--- config.mk ---
export PLATFORM = sky130hd
export DESIGN_NAME = rgb565_to_yuv420_pixel_pair
export DESIGN_NICKNAME = d
export VERILOG_FILES = /design/src/design/r2y_pkg.sv /design/src/design/rgb565_to_yuv420_pixel_pair.sv /design/src/design/r2y_luma_lane.sv /design/src/design/r2y_chroma.sv
export VERILOG_INCLUDE_DIRS = /design/src /design/src/design
export SDC_FILE = /design/constraint.sdc
export NUM_CORES = 1
export LEC_CHECK = 0
export BUFFER_PORTS_ARGS = -buffer_cell sky130_fd_sc_hd__buf_2
export CAP_MARGIN = 30
export CORE_UTILIZATION = 60
export CTS_CLUSTER_DIAMETER = 100
export DETAILED_ROUTE_END_ITERATION = 8
export GPL_ROUTABILITY_DRIVEN = 0
export PLACE_DENSITY = 0.88
export SYNTH_ARGS = -nofsm -noshare
export SYNTH_HDL_FRONTEND = slang
export SYNTH_SLANG_ARGS = --single-unit
export TNS_END_PERCENT = 10
--- constraint.sdc ---
create_clock -name clk -period 9.4 [get_ports clk]
set_clock_uncertainty 0.1 [all_clocks]
set_input_delay 1.88 -clock clk [delete_from_list [all_inputs] [get_ports clk]]
set_output_delay 1.88 -clock clk [all_outputs]
set_load 0.005 [all_outputs]
--- src/design/rgb565_to_yuv420_pixel_pair_defines.svh ---
// Assertion macros shared by the pixel-pair converter
`ifndef RGB565_TO_YUV420_PIXEL_PAIR_DEFINES_SVH
`define RGB565_TO_YUV420_PIXEL_PAIR_DEFINES_SVH

// Same-cycle implication, checked on clk, quiet while rst_n is low
`define R2Y_ASSERT_NOW(label, ante, cons) \
  label: assert property (@(posedge clk) disable iff (!rst_n) (ante) |-> (cons)) \
    else $error("r2y: same-cycle check failed");

// Next-cycle implication, checked on clk, quiet while rst_n is low
`define R2Y_ASSERT_NEXT(label, ante, cons) \
  label: assert property (@(posedge clk) disable iff (!rst_n) (ante) |=> (cons)) \
    else $error("r2y: next-cycle check failed");

`endif

--- src/design/r2y_pkg.sv ---
// Package: coefficients, widths and lane types of the RGB565 to YUV converter
`default_nettype none
package r2y_pkg;

  localparam int PIX_W  = 16;
  localparam int CH_W   = 8;
  localparam int SUM_W  = 18;
  localparam int DIFF_W = 9;
  localparam int PROD_W = 20;
  localparam int SHIFT  = 10;

  localparam logic [9:0] COEF_YR = 10'd306;
  localparam logic [9:0] COEF_YG = 10'd601;
  localparam logic [9:0] COEF_YB = 10'd116;
  localparam logic [9:0] COEF_U  = 10'd577;
  localparam logic [9:0] COEF_V  = 10'd730;
  localparam logic [7:0] CHROMA_OFFSET = 8'd128;
  localparam logic [7:0] CHROMA_MAX    = 8'd255;

  // What one luma lane hands on: luma plus the expanded R and B of its pixel
  typedef struct packed {
    logic [CH_W-1:0] y;
    logic [CH_W-1:0] r;
    logic [CH_W-1:0] b;
  } lane_t;

endpackage
`default_nettype wire

--- src/design/rgb565_to_yuv420_pixel_pair.sv ---
// Path: an accepted input item passes each stage register in turn before its result item is on out_*.
// Throughput: one pixel pair per clock while the sink does not stall; the
//   three-stage pipeline (luma lanes, chroma products, clamp into the output
//   register) advances whenever the output register is empty or being taken.
// Reset: synchronous, active low rst_n clears all stage valid bits; payload
//   registers are not reset.
`default_nettype none
`include "rgb565_to_yuv420_pixel_pair_defines.svh"
module rgb565_to_yuv420_pixel_pair (
  input  wire logic        clk,
  input  wire logic        rst_n,
  input  wire logic        in_valid,
  output logic             in_stall,
  input  wire logic [15:0] in_pixel_first,
  input  wire logic [15:0] in_pixel_second,
  input  wire logic        in_row_even,
  output logic             out_valid,
  input  wire logic        out_stall,
  output logic [7:0]       out_luma_first,
  output logic [7:0]       out_luma_second,
  output logic [7:0]       out_chroma_u,
  output logic [7:0]       out_chroma_v,
  output logic             out_chroma_valid
);

  // Pipeline advance: the whole pipe moves unless a finished item waits in
  // the output register and the sink stalls. Bubbles in the pipe are
  // squeezed out only at the output, which is enough for one item a clock while the sink takes results.
  logic en;
  assign en       = !(out_valid && out_stall);
  assign in_stall = !en;

  // Stage 1: two luma lanes side by side, one per pixel of the pair
  r2y_pkg::lane_t lane0, lane1;

  r2y_luma_lane u_lane0 (
    .clk   (clk),
    .en    (en),
    .pixel (in_pixel_first),
    .q     (lane0)
  );

  r2y_luma_lane u_lane1 (
    .clk   (clk),
    .en    (en),
    .pixel (in_pixel_second),
    .q     (lane1)
  );

  // Stage 2 (products) and clamp: chroma comes from the first pixel only
  logic [7:0] u_sat, v_sat;

  r2y_chroma u_chroma (
    .clk  (clk),
    .en   (en),
    .lane (lane0),
    .u    (u_sat),
    .v    (v_sat)
  );

  // Control pipeline: valid and even-row flag follow the payload
  logic v1_r, v2_r, out_valid_r;
  logic e1_r, e2_r;
  // Luma rides along stage 2 while the chroma products are formed
  logic [7:0] y0_2_r, y1_2_r;
  // Output register
  logic [7:0] ly0_r, ly1_r, cu_r, cv_r, cu_nxt, cv_nxt;
  logic       cval_r;

  always_ff @(posedge clk) begin
    if (!rst_n) begin
      v1_r        <= 1'b0;
      v2_r        <= 1'b0;
      out_valid_r <= 1'b0;
    end else if (en) begin
      v1_r        <= in_valid;
      v2_r        <= v1_r;
      out_valid_r <= v2_r;
    end
  end

  // Odd rows carry no chroma sample: drop U and V to zero
  always_comb begin
    cu_nxt = e2_r ? u_sat : 8'd0;
    cv_nxt = e2_r ? v_sat : 8'd0;
  end

  always_ff @(posedge clk) begin
    if (en) begin
      e1_r   <= in_row_even;
      e2_r   <= e1_r;
      y0_2_r <= lane0.y;
      y1_2_r <= lane1.y;
      ly0_r  <= y0_2_r;
      ly1_r  <= y1_2_r;
      cu_r   <= cu_nxt;
      cv_r   <= cv_nxt;
      cval_r <= e2_r;
    end
  end

  assign out_valid        = out_valid_r;
  assign out_luma_first   = ly0_r;
  assign out_luma_second  = ly1_r;
  assign out_chroma_u     = cu_r;
  assign out_chroma_v     = cv_r;
  assign out_chroma_valid = cval_r;

  // A result with no chroma sample carries zero U and V
  `R2Y_ASSERT_NOW(a_chroma_zero, out_valid && !out_chroma_valid,
                  out_chroma_u == 8'd0 && out_chroma_v == 8'd0)
  // Luma of full-scale white tops out at 250
  `R2Y_ASSERT_NOW(a_luma_range, out_valid,
                  out_luma_first <= 8'd250 && out_luma_second <= 8'd250)
  // An item in the last stage reaches the output when the pipe advances
  `R2Y_ASSERT_NEXT(a_stage_to_out, v2_r && en, out_valid)
  // A waiting result that is stalled stays presented
  `R2Y_ASSERT_NEXT(a_hold_out, out_valid && out_stall, out_valid && $stable(out_luma_first))

endmodule
`default_nettype wire

--- src/design/r2y_luma_lane.sv ---
// One luma lane: expand an RGB565 pixel and register its luma, R and B
`default_nettype none
module r2y_luma_lane (
  input  wire logic                     clk,
  input  wire logic                     en,
  input  wire logic [r2y_pkg::PIX_W-1:0] pixel,
  output r2y_pkg::lane_t                q
);

  logic [7:0]                r8, g8, b8;
  logic [r2y_pkg::SUM_W-1:0] sum;
  r2y_pkg::lane_t            q_r, q_nxt;

  always_comb begin
    r8  = {pixel[15:11], 3'b000};
    g8  = {pixel[10:5], 2'b00};
    b8  = {pixel[4:0], 3'b000};
    sum = r2y_pkg::SUM_W'(r8) * r2y_pkg::SUM_W'(r2y_pkg::COEF_YR)
        + r2y_pkg::SUM_W'(g8) * r2y_pkg::SUM_W'(r2y_pkg::COEF_YG)
        + r2y_pkg::SUM_W'(b8) * r2y_pkg::SUM_W'(r2y_pkg::COEF_YB);
    q_nxt.y = sum[r2y_pkg::SHIFT +: r2y_pkg::CH_W];
    q_nxt.r = r8;
    q_nxt.b = b8;
  end

  always_ff @(posedge clk) begin
    if (en) begin
      q_r <= q_nxt;
    end
  end

  assign q = q_r;

endmodule
`default_nettype wire

--- src/design/r2y_chroma.sv ---
// Chroma merge: weight B-Y and R-Y of the first lane, then floor, offset and clamp
`default_nettype none
module r2y_chroma (
  input  wire logic                     clk,
  input  wire logic                     en,
  input  r2y_pkg::lane_t                lane,
  output logic [r2y_pkg::CH_W-1:0]      u,
  output logic [r2y_pkg::CH_W-1:0]      v
);

  logic signed [r2y_pkg::DIFF_W-1:0] du, dv;
  logic signed [r2y_pkg::PROD_W-1:0] pu_r, pv_r, pu_nxt, pv_nxt;

  always_comb begin
    du = $signed({1'b0, lane.b}) - $signed({1'b0, lane.y});
    dv = $signed({1'b0, lane.r}) - $signed({1'b0, lane.y});
    pu_nxt = $signed({1'b0, r2y_pkg::COEF_U}) * r2y_pkg::PROD_W'(du);
    pv_nxt = $signed({1'b0, r2y_pkg::COEF_V}) * r2y_pkg::PROD_W'(dv);
  end

  always_ff @(posedge clk) begin
    if (en) begin
      pu_r <= pu_nxt;
      pv_r <= pv_nxt;
    end
  end

  // Floor shift keeps the top bits; add offset and saturate to 0..255
  function automatic logic [7:0] sat_chroma(input logic signed [r2y_pkg::PROD_W-1:0] p);
    logic signed [10:0] c;
    c = 11'($signed(p[r2y_pkg::PROD_W-1:r2y_pkg::SHIFT])) + 11'($signed({3'b000,
        r2y_pkg::CHROMA_OFFSET}));
    if (c < 0) begin
      sat_chroma = 8'd0;
    end else if (c > $signed({3'b000, r2y_pkg::CHROMA_MAX})) begin
      sat_chroma = r2y_pkg::CHROMA_MAX;
    end else begin
      sat_chroma = c[7:0];
    end
  endfunction

  always_comb begin
    u = sat_chroma(pu_r);
    v = sat_chroma(pv_r);
  end

endmodule
`default_nettype wire
==> results of run 1 <==
metrics by stage:
step | utilization (%) | cell area, µm² | cells | setup slack [ps] | hold WS, ps
after floorplan | - | 10950 | 1013 | 3082 | 300.3
after global placement | 64.86 | 11610 | 1314 | 2840 | 301.0
after detailed placement | 65.01 | 11640 | 1315 | 2661 | 304.5
after CTS | 66.72 | 11950 | 1331 | 2946 | 320.6
after global routing | 66.72 | 11950 | 1331 | 2696 | 323.1
final | 66.72 | 11950 | 1331 | 2945 | 319.0
routing by layer:
layer / global-route usage [%] / vias up
li1: - / 3646
met1: 25.72 / 3436
met2: 42.56 / 142
met3: 2.407 / 37
met4: 7.875 / 0
met5: 0 / -
cell usage after synthesis (all sizes together) (2+ instances only):
master | n | area share, %
xor2 | 39 | 3.1
a21boi | 17 | 1.2
nor3b | 2 | 0.14
a31oi | 6 | 0.34
a41o | 2 | 0.18
dfxtp | 3 | 0.55
o21ai | 40 | 1.9
edfxtp | 97 | 27
nand3 | 6 | 0.27
nand2b | 11 | 0.63
nor2b | 14 | 0.80
a31o | 2 | 0.16
nor2 | 42 | 1.4
nor3 | 12 | 0.73
and2 | 4 | 0.24
or2 | 3 | 0.17
a21o | 23 | 1.6
inv | 195 | 6.7
a21oi | 40 | 1.9
nand4 | 4 | 0.23
a211oi | 9 | 0.75
o41ai | 2 | 0.23
nand2 | 21 | 0.72
xnor2 | 38 | 3.1
a41oi | 2 | 0.16
nand4b | 4 | 0.32
and3 | 7 | 0.41
o21a | 22 | 1.5
ha | 258 | 29
fa | 73 | 13
o21bai | 3 | 0.21
worst max path at each step:
stage	end	depth (start not counted)	slack (ps)
floorplan	in_stall	2	3080
global placement	u_lane0.q[23]	19	2840
detailed placement	u_lane0.q[23]	19	2660
CTS	u_chroma.pv_r[18]	22	2950
global route	u_chroma.pv_r[18]	22	2700
finish	u_chroma.pv_r[18]	22	2940
state kept, by name, summed over array words and instances (netlist names):
| name | cells |
|---|---|
| u_lane0.q | 18 |
| u_chroma.pu_r | 10 |
| u_chroma.pv_r | 10 |
| out_chroma_u | 8 |
| out_chroma_v | 8 |
| out_luma_first | 8 |
| out_luma_second | 8 |
| u_lane1.q | 8 |
| y0_2_r | 8 |
| y1_2_r | 8 |
| e1_r | 1 |
| e2_r | 1 |
| out_chroma_valid | 1 |
| out_valid | 1 |
| v1_r | 1 |
| v2_r | 1 |
layout make-up:
class / instances / area (µm²) / share of cell area [%]
multi-input combinational: 718 / 7257 / 60.75
sequential: 100 / 2973 / 24.89
tap: 229 / 286.5 / 2.399
inverter: 195 / 732.0 / 6.128
clock inverter: 7 / 81.33 / 0.6808
clock buffer: 9 / 225.2 / 1.885
timing repair buffer: 73 / 390.4 / 3.268
kinds of logic (layout without fill, tap and decap cells):
logic type | after synthesis | after routing | share of synthesized area (%)
AOI/OAI and AO/OA | 175 | 175 | 10.67
adders and majority gates | 331 | 331 | 42.81
xor gates and xnor gates | 77 | 77 | 6.225
and+or+nand+nor | 134 | 134 | 6.385
muxes | 1 | 1 | 0.09138
DFF | 100 | 100 | 27.14
buffers and inverters | 195 | 284 | 6.682
worst max-delay path: stages, from the launching register on:
cell      delay, ps
edfxtp_1        600
inv_1           130
ha_1            210
nor2b_1         180
a21oi_1         120
o21ai_1         220
nand3_1         100
nand2_1         270
inv_1           180
fa_1            500
fa_1            520
inv_1            50
fa_1            500
fa_1            560
inv_1            40
ha_1            290
ha_1            350
a21o_1          200
a21o_1          170
a41o_1          250
a211oi_2        340
a21oi_2         140
xnor2_2         160
==> qor.log, run 1 <==
qor: yosys.async_flop_share 0%
qor: final_layout.final.fill_count 1354
qor: clock_network.worst_setup_hold_path_clk_slew 80 ps
qor: timing.fmaxAchievable 154.9 MHz
qor: yosys.postSynthNetCount 1381
qor: timing.count_of_pins_over_their_slew_limit 0
qor: global_routing.grt_overflow 0
qor: global_routing.grt_start_max_net_pins 66
qor: routing.drcViolationCount 0
qor: setup_path.arrival 6450 ps
qor: final_layout.flow.area_growth_from_synthesis 9.046%
qor: setup_path.critical_path.max_fanout 10
qor: die.rows 49
qor: yosys.number_of_synthesized_flops_with_an_enable_pin 97
qor: placement.place.detailed.hpwl 16430 µm
qor: die.fp.dieW 137.1 µm
qor: final_layout.final_common_cell ha_1
qor: routing.met1_length 8176 µm
qor: routing.detailroute.wirelength.met2 10390 µm
qor: clock_network.cts_tree yes
qor: global_routing.grt_pass1_wl 33020 µm
qor: setup_path.critical_path_class flip-flop to flip-flop
qor: hold_path.hp-start y0_2_r[2]
qor: routing.ant_nets 0
qor: yosys.syn-instance-count 1013
qor: routing.detail_route.iter0.violations 292
qor: final_layout.n_antenna_cell 0
qor: hold_path.holdPathStages 0
qor: final_layout.layout.cells.most_common_list 258 x ha_1, 195 x inv_1, 97 x edfxtp_1, 73 x fa_1, 71 x buf_2
qor: setup_path.setup.worst_path.end_class flip-flop
qor: clock_network.cts_inserted_buffers 9
qor: clock_network.tritoncts_num_sinks 100
qor: timing.rsz0062_at_grt false
qor: hold_path.holdCritPathClass flip-flop to flip-flop
qor: placement.io_buffer_count 71
qor: clock_network.cts_resized 0
qor: yosys.synth.avg_cell_area 10.81 µm²
qor: yosys.post_synth_instance_area 10950 µm²
qor: global_routing.vias_in_the_first_global_route 7491
qor: routing.wl_per_cell 14.77 µm
qor: setup_path.start_kind flip-flop
qor: global_routing.track_usage 22.39%
qor: hold_path.whs_endpoint out_luma_first[2]
qor: yosys.synth-seq-area-share 27.14%
qor: clock_network.holdBufCountCts 0
qor: routing.top_metal_used met4
qor: routing.met3WireLength 646 µm
qor: routing.drt_wl_total 19660 µm
qor: clock_network.ctsRootBufferMaster clkbuf_16
qor: setup_path.worst_r2r_endpoint u_chroma.pv_r[18]
qor: final_layout.design.final.nets 1465
qor: global_routing.number_of_antenna_violations_at_the_first_check_in_global_routing 0
qor: timing.final_min_period_over_clock_period 68.67%
qor: clock_network.cts.repair_timing.setup_buffer_count 0
qor: timing.setup_viol_count_final 0
qor: final_layout.share_of_cells_above_drive_strength_1 9.982%
qor: timing.report.final.hold_viol_count 0
qor: setup_path.crit_start u_lane0.q[16]
qor: setup_path.cp_data_required_time 9390 ps
qor: yosys.yosys_warnings 0
qor: yosys.synth_seq_cells 100
qor: timing.slew_headroom 58.46%
qor: timing.final_period_demand_of_the_worst_path 6455 ps
qor: yosys.netlist-cell-type-count 55
qor: timing.worst_slew_pin_slew 621.1 ps
qor: timing.tns 0 ps
qor: flow_run.maxCapViolations 0
qor: yosys.postSynth.topFlopCell edfxtp_1
qor: routing.viasPerCell 5.455
qor: run_status.outcome finished clean
qor: routing.detailroute.via_count 7261
qor: setup_path.worstReg2RegStart u_lane0.q[16]
qor: clock_network.clk_latency 350 ps
qor: clock_network.ctsHtreeMaxLevel 3
qor: routing.detailedRoute.firstPassIterationCount 4
qor: die.fp.dieArea 18800 µm²
qor: die.num_io_pins 72
qor: setup_path.rr_worst_depth 22
qor: setup_path.ff2ff_setup_slack 2940 ps
qor: die.chipHeight 137.1 µm
qor: die.core_area 17900 µm²
qor: die.start_util 61.19%
qor: clock_network.cts-root-to-sink-buffers 2
Power of run 1 is not shown: default switching activity piles up to over one toggle a cycle in this logic, so the estimate is an artifact.
==> run 2: changes to the inputs <==
==> constraint.sdc (replaced) <==
create_clock -name clk -period 6 [get_ports clk]
set_clock_uncertainty 0.1 [all_clocks]
set_input_delay 1.2 -clock clk [delete_from_list [all_inputs] [get_ports clk]]
set_output_delay 1.2 -clock clk [all_outputs]
set_load 0.005 [all_outputs]
==> qor.log, run 2 (synthesis gave the netlist of run 1 again) <==
qor: final_layout.fin_cells 1341
qor: die.fp.dieArea 18800 µm²
qor: routing.drcViolationCount 0
qor: final_layout.postLayoutCellArea 12060 µm²
qor: placement.io_buffer_count 71
qor: setup_path.start_kind flip-flop
qor: timing.report.final.hold_viol_count 0
qor: global_routing.grt_pass1_wl 33310 µm
qor: placement.place.detailed.hpwl 16360 µm
qor: final_layout.final.fill_count 1323
qor: routing.drt_wl_total 19970 µm
qor: die.chipHeight 137.1 µm
qor: global_routing.track_usage 22.55%
qor: timing.count_of_pins_over_their_slew_limit 0
qor: routing.viasPerCell 5.468
qor: routing.detailroute.via_count 7333
qor: timing.final_period_demand_of_the_worst_path 5837 ps
qor: setup_path.arrival 5830 ps
qor: final_layout.n_antenna_cell 0
qor: setup_path.cp_data_required_time 5990 ps
qor: final_layout.flow.area_growth_from_synthesis 10.11%
qor: die.rows 49
qor: routing.detail_route.iter0.violations 269
qor: run_status.outcome finished clean
qor: setup_path.setup.worst_path.end_class flip-flop
qor: clock_network.worst_setup_hold_path_clk_slew 70 ps
qor: die.fp.dieW 137.1 µm
qor: setup_path.critical_path.max_fanout 6
qor: global_routing.number_of_antenna_violations_at_the_first_check_in_global_routing 0
qor: timing.slew_headroom 64.08%
qor: clock_network.tritoncts_num_sinks 100
qor: setup_path.critical_path_class flip-flop to flip-flop
qor: placement.dp_cells 1322
qor: global_routing.grt_overflow 0
qor: clock_network.cts_inserted_buffers 9
qor: global_routing.vias_in_the_first_global_route 7494
qor: global_routing.grt_start_max_net_pins 65
qor: placement.dpl-instance-area 11690 µm²
qor: clock_network.ctsRootBufferMaster clkbuf_16
qor: clock_network.ctsHtreeMaxLevel 3
qor: hold_path.holdCritPathClass flip-flop to flip-flop
qor: final_layout.final_common_cell ha_1
qor: timing.fmaxAchievable 171.3 MHz
qor: final_layout.layout.cells.most_common_list 255 x ha_1, 194 x inv_1, 97 x edfxtp_1, 72 x fa_1, 71 x buf_2
qor: flow_run.maxCapViolations 0
qor: die.core_area 17900 µm²
qor: final_layout.largest_register_ff_count 18
qor: routing.wl_per_cell 14.89 µm
qor: clock_network.cts_tree yes
qor: routing.detailedRoute.firstPassIterationCount 4
qor: final_layout.design.final.nets 1475
qor: timing.final_min_period_over_clock_period 97.29%
qor: timing.worst_slew_pin_slew 537.7 ps
qor: final_layout.share_of_cells_above_drive_strength_1 11.24%
qor: timing.setup_viol_count_final 0
qor: clock_network.cts-root-to-sink-buffers 2
qor: die.start_util 61.19%
qor: routing.ant_nets 0
qor: die.num_io_pins 72
qor: clock_network.clk_latency 340 ps
run 2: changes by cell type in the layout (fill, tap and decap cells not counted), moves of 2 or more:
| cell | before | now |
|---|---|---|
| inv_6 | 2 | 0 |
| clkinv_4 | 0 | 3 |
| ha_1 | 258 | 255 |
| ha_4 | 0 | 3 |
| clkinvlp_4 | 3 | 0 |
| buf_4 | 1 | 11 |
run 2: worst max-delay path, stage by stage, from the launching register on:
cell and delay, ps:
edfxtp_1 520, nor3_2 330, a21o_1 190, a21o_1 170, a21o_1 130, a21o_1 160
xor2_1 310, fa_2 500, ha_1 330, fa_1 510, inv_1 60, fa_1 530
inv_1 40, ha_1 290, ha_1 240, a21o_1 170, a21o_1 180, a41o_1 270
a211oi_4 320, o21bai_1 110, xor2_1 140
run 2: worst paths after layout:
path / startpoint / slack (ps) / depth (start not counted) / endpoint
min reg2reg: y1_2_r[6] / 320 / 0 / out_luma_second[6]
max: u_lane0.q[18] / 160 / 20 / u_chroma.pv_r[17]
max reg2reg: u_lane0.q[18] / 160 / 20 / u_chroma.pv_r[17]
min: y1_2_r[6] / 320 / 0 / out_luma_second[6]
run 2: final cells by class:
cell class                      instances  area, µm²  area share (%)
Clock inverter                          6      65.06          0.5394
Multi-Input combinational cell        718       7311           60.61
Clock buffer                           10      229.0           1.898
Timing Repair Buffer                   83      465.4           3.859
Tap cell                              229      286.5           2.376
Sequential cell                       100       2973           24.65
Inverter                              195      732.0           6.068
run 2: metal layers:
| metal | wire length (µm) | part of all wire, % | global-route usage, % |
|---|---|---|---|
| met5 | 0 | 0 | 0 |
| met4 | 585 | 2.9 | 8.913 |
| met3 | 557 | 2.8 | 2.778 |
| met2 | 10260 | 51 | 41.30 |
| met1 | 8569 | 43 | 26.61 |
run 2: what timing repair did:
| item | 4_1_cts | 5_1_grt |
|---|---|---|
| resized for setup | 1 | 7 |
| pin swaps | 0 | 4 |
| endpoints found under the setup margin | 1 | 6 |
| hold endpoints to repair | 0 | 0 |
| buffers inserted | 0 | 3 |
| hold buffers | 0 | 0 |
run 2: through the flow:
stage	setup WS [ps]	setup TNS (ps)	utilization, %	hold slack (ps)
3_3_place_gp	157.7	0	65.15	302.6
3_5_place_dp	30.37	0	65.31	304.5
6_report	162.7	0	67.37	320.7
2_1_floorplan	164.0	0	-	300.3
5_1_grt	-33.72	-58.46	67.37	325.6
4_1_cts	24.83	0	66.99	320.3
Power of run 2 is left out for the same reason.
==> run 3: changes to the inputs <==
==> constraint.sdc (replaced) <==
create_clock -name clk -period 6.4 [get_ports clk]
set_clock_uncertainty 0.1 [all_clocks]
set_input_delay 1.28 -clock clk [delete_from_list [all_inputs] [get_ports clk]]
set_output_delay 1.28 -clock clk [all_outputs]
set_load 0.005 [all_outputs]
==> qor.log, run 3 (synthesis gave the netlist of run 1 again) <==
qor: final_layout.largest_register_ff_count 18
qor: hold_path.holdCritPathClass flip-flop to flip-flop
qor: setup_path.setup.worst_path.end_class flip-flop
qor: routing.detailedRoute.firstPassIterationCount 4
qor: placement.dpl-instance-area 11650 µm²
qor: routing.wl_per_cell 14.68 µm
qor: final_layout.final.fill_count 1368
qor: routing.viasPerCell 5.453
qor: global_routing.number_of_antenna_violations_at_the_first_check_in_global_routing 0
qor: clock_network.cts_tree yes
qor: clock_network.clk_latency 350 ps
qor: setup_path.critical_path.max_fanout 4
qor: global_routing.track_usage 22.53%
qor: setup_path.cp_slowest_cell fa_1
qor: final_layout.total_area_of_multi_input_combinational_cells 7271 µm²
qor: final_layout.postLayoutCellArea 11950 µm²
qor: setup_path.cp_data_required_time 6400 ps
qor: setup_path.arrival 6140 ps
qor: timing.slew_headroom 60.84%
qor: die.num_io_pins 72
qor: die.fp.dieArea 18800 µm²
qor: setup_path.start_kind flip-flop
qor: final_layout.layout.cells.most_common_list 258 x ha_1, 195 x inv_1, 97 x edfxtp_1, 73 x fa_1, 71 x buf_2
qor: timing.report.final.hold_viol_count 0
qor: setup_path.timing.critical_path.cells inv_1, ha_1, nor2b_1, a21oi_1, o21ai_2, nand3_1, nand2_2, inv_1, fa_1, fa_1, inv_1, fa_1, fa_1, inv_1, ha_1, ha_1, a21o_1, a21o_1, a41o_1, a211oi_4, a21oi_2, xnor2_2
qor: placement.io_buffer_count 71
qor: timing.fmaxAchievable 162.9 MHz
qor: global_routing.grt_start_max_net_pins 62
qor: final_layout.layout.area.seq 2973 µm²
qor: clock_network.ctsHtreeMaxLevel 3
qor: setup_path.cpPeakStageDelay 540 ps
qor: routing.detailroute.via_count 7269
qor: final_layout.flow.area_growth_from_synthesis 9.092%
qor: global_routing.grt_pass1_wl 33290 µm
qor: setup_path.critical_path_class flip-flop to flip-flop
qor: placement.place.detailed.hpwl 16430 µm
qor: timing.worst_slew_pin_slew 586.1 ps
qor: timing.count_of_pins_over_their_slew_limit 0
qor: final_layout.share_of_cells_above_drive_strength_1 10.24%
qor: clock_network.ctsRootBufferMaster clkbuf_16
qor: routing.drcViolationCount 0
qor: clock_network.cts.repair_timing.setup_buffer_count 0
qor: routing.drt_wl_total 19570 µm
qor: final_layout.design.final.nets 1467
qor: timing.final_min_period_over_clock_period 95.94%
qor: routing.ant_nets 0
qor: clock_network.cts_inserted_buffers 9
qor: clock_network.worst_setup_hold_path_clk_slew 70 ps
qor: timing.final_period_demand_of_the_worst_path 6140 ps
qor: clock_network.cts-root-to-sink-buffers 2
qor: die.fp.dieW 137.1 µm
qor: die.chipHeight 137.1 µm
qor: flow_run.maxCapViolations 0
qor: run_status.outcome finished clean
qor: global_routing.vias_in_the_first_global_route 7530
qor: final_layout.final_common_cell ha_1
qor: timing.setup_viol_count_final 0
qor: final_layout.n_antenna_cell 0
qor: die.rows 49
qor: routing.detail_route.iter0.violations 293
qor: die.core_area 17900 µm²
qor: clock_network.tritoncts_num_sinks 100
qor: die.start_util 61.19%
qor: global_routing.grt_overflow 0
## run 3: cell count changes in the layout (fill, tap and decap cells not counted), sizes merged
cell	previous run	this run
clkinv	5	2
buf	83	75
inv	195	199
bufinv	1	0
clkbuf	10	9
clkinvlp	0	1
## run 3: final timing paths
| kind | cells after the start | start | slack [ps] | end |
|---|---|---|---|---|
| worst max-delay path | 22 | u_lane0.q[17] | 260 | u_chroma.pv_r[18] |
| worst min-delay path | 0 | y1_2_r[5] | 320 | out_luma_second[5] |
| worst max register to register | 22 | u_lane0.q[17] | 260 | u_chroma.pv_r[18] |
| worst min register to register | 0 | y1_2_r[5] | 320 | out_luma_second[5] |
## run 3: metal layers
layer / wire length [µm] / global-route usage (%) / share of wire, % / up-vias
met4: 402 / 7.021 / 2.1 / 0
met1: 8418 / 26.79 / 43 / 3453
li1: - / - / - / 3650
met3: 596 / 2.407 / 3.0 / 27
met2: 10160 / 42.17 / 52 / 139
met5: 0 / 0 / 0 / -
## run 3: critical path: cells and delay by family (launching register included)
family,cells,cell delay [ps]
adder cells (fa/ha/maj),7,2920
AO/OA/AOI/OAI,7,1440
AND/OR/NAND/NOR,3,520
flip-flops,1,430
buffers and inverters,4,340
XOR/XNOR,1,150
## run 3: area by class of cell
| class | instances | area share [%] |
|---|---|---|
| Inverter | 195 | 6.125 |
| Clock buffer | 9 | 1.885 |
| Timing Repair Buffer | 75 | 3.392 |
| Sequential cell | 100 | 24.88 |
| Clock inverter | 7 | 0.4816 |
| Tap cell | 229 | 2.398 |
| Multi-Input combinational cell | 718 | 60.84 |
## run 3: through the flow
| step | TNS [ps] | util (%) | setup slack (ps) | hold WS (ps) | cells |
|---|---|---|---|---|---|
| 2_1_floorplan | 0 | - | 564.0 | 300.3 | 1013 |
| 3_3_place_gp | 0 | 64.94 | 430.3 | 300.7 | 1316 |
| 3_5_place_dp | 0 | 65.10 | 186.3 | 304.5 | 1317 |
| 4_1_cts | 0 | 66.68 | 118.9 | 319.9 | 1333 |
| 5_1_grt | -16.73 | 66.75 | -13.92 | 325.6 | 1333 |
| 6_report | 0 | 66.75 | 259.7 | 318.1 | 1333 |
## run 3: repair_timing
action	4_1_cts	5_1_grt
resized for setup	0	3
setup endpoints to repair	0	5
hold buffers	0	0
Power of run 3 is left out for the same reason.
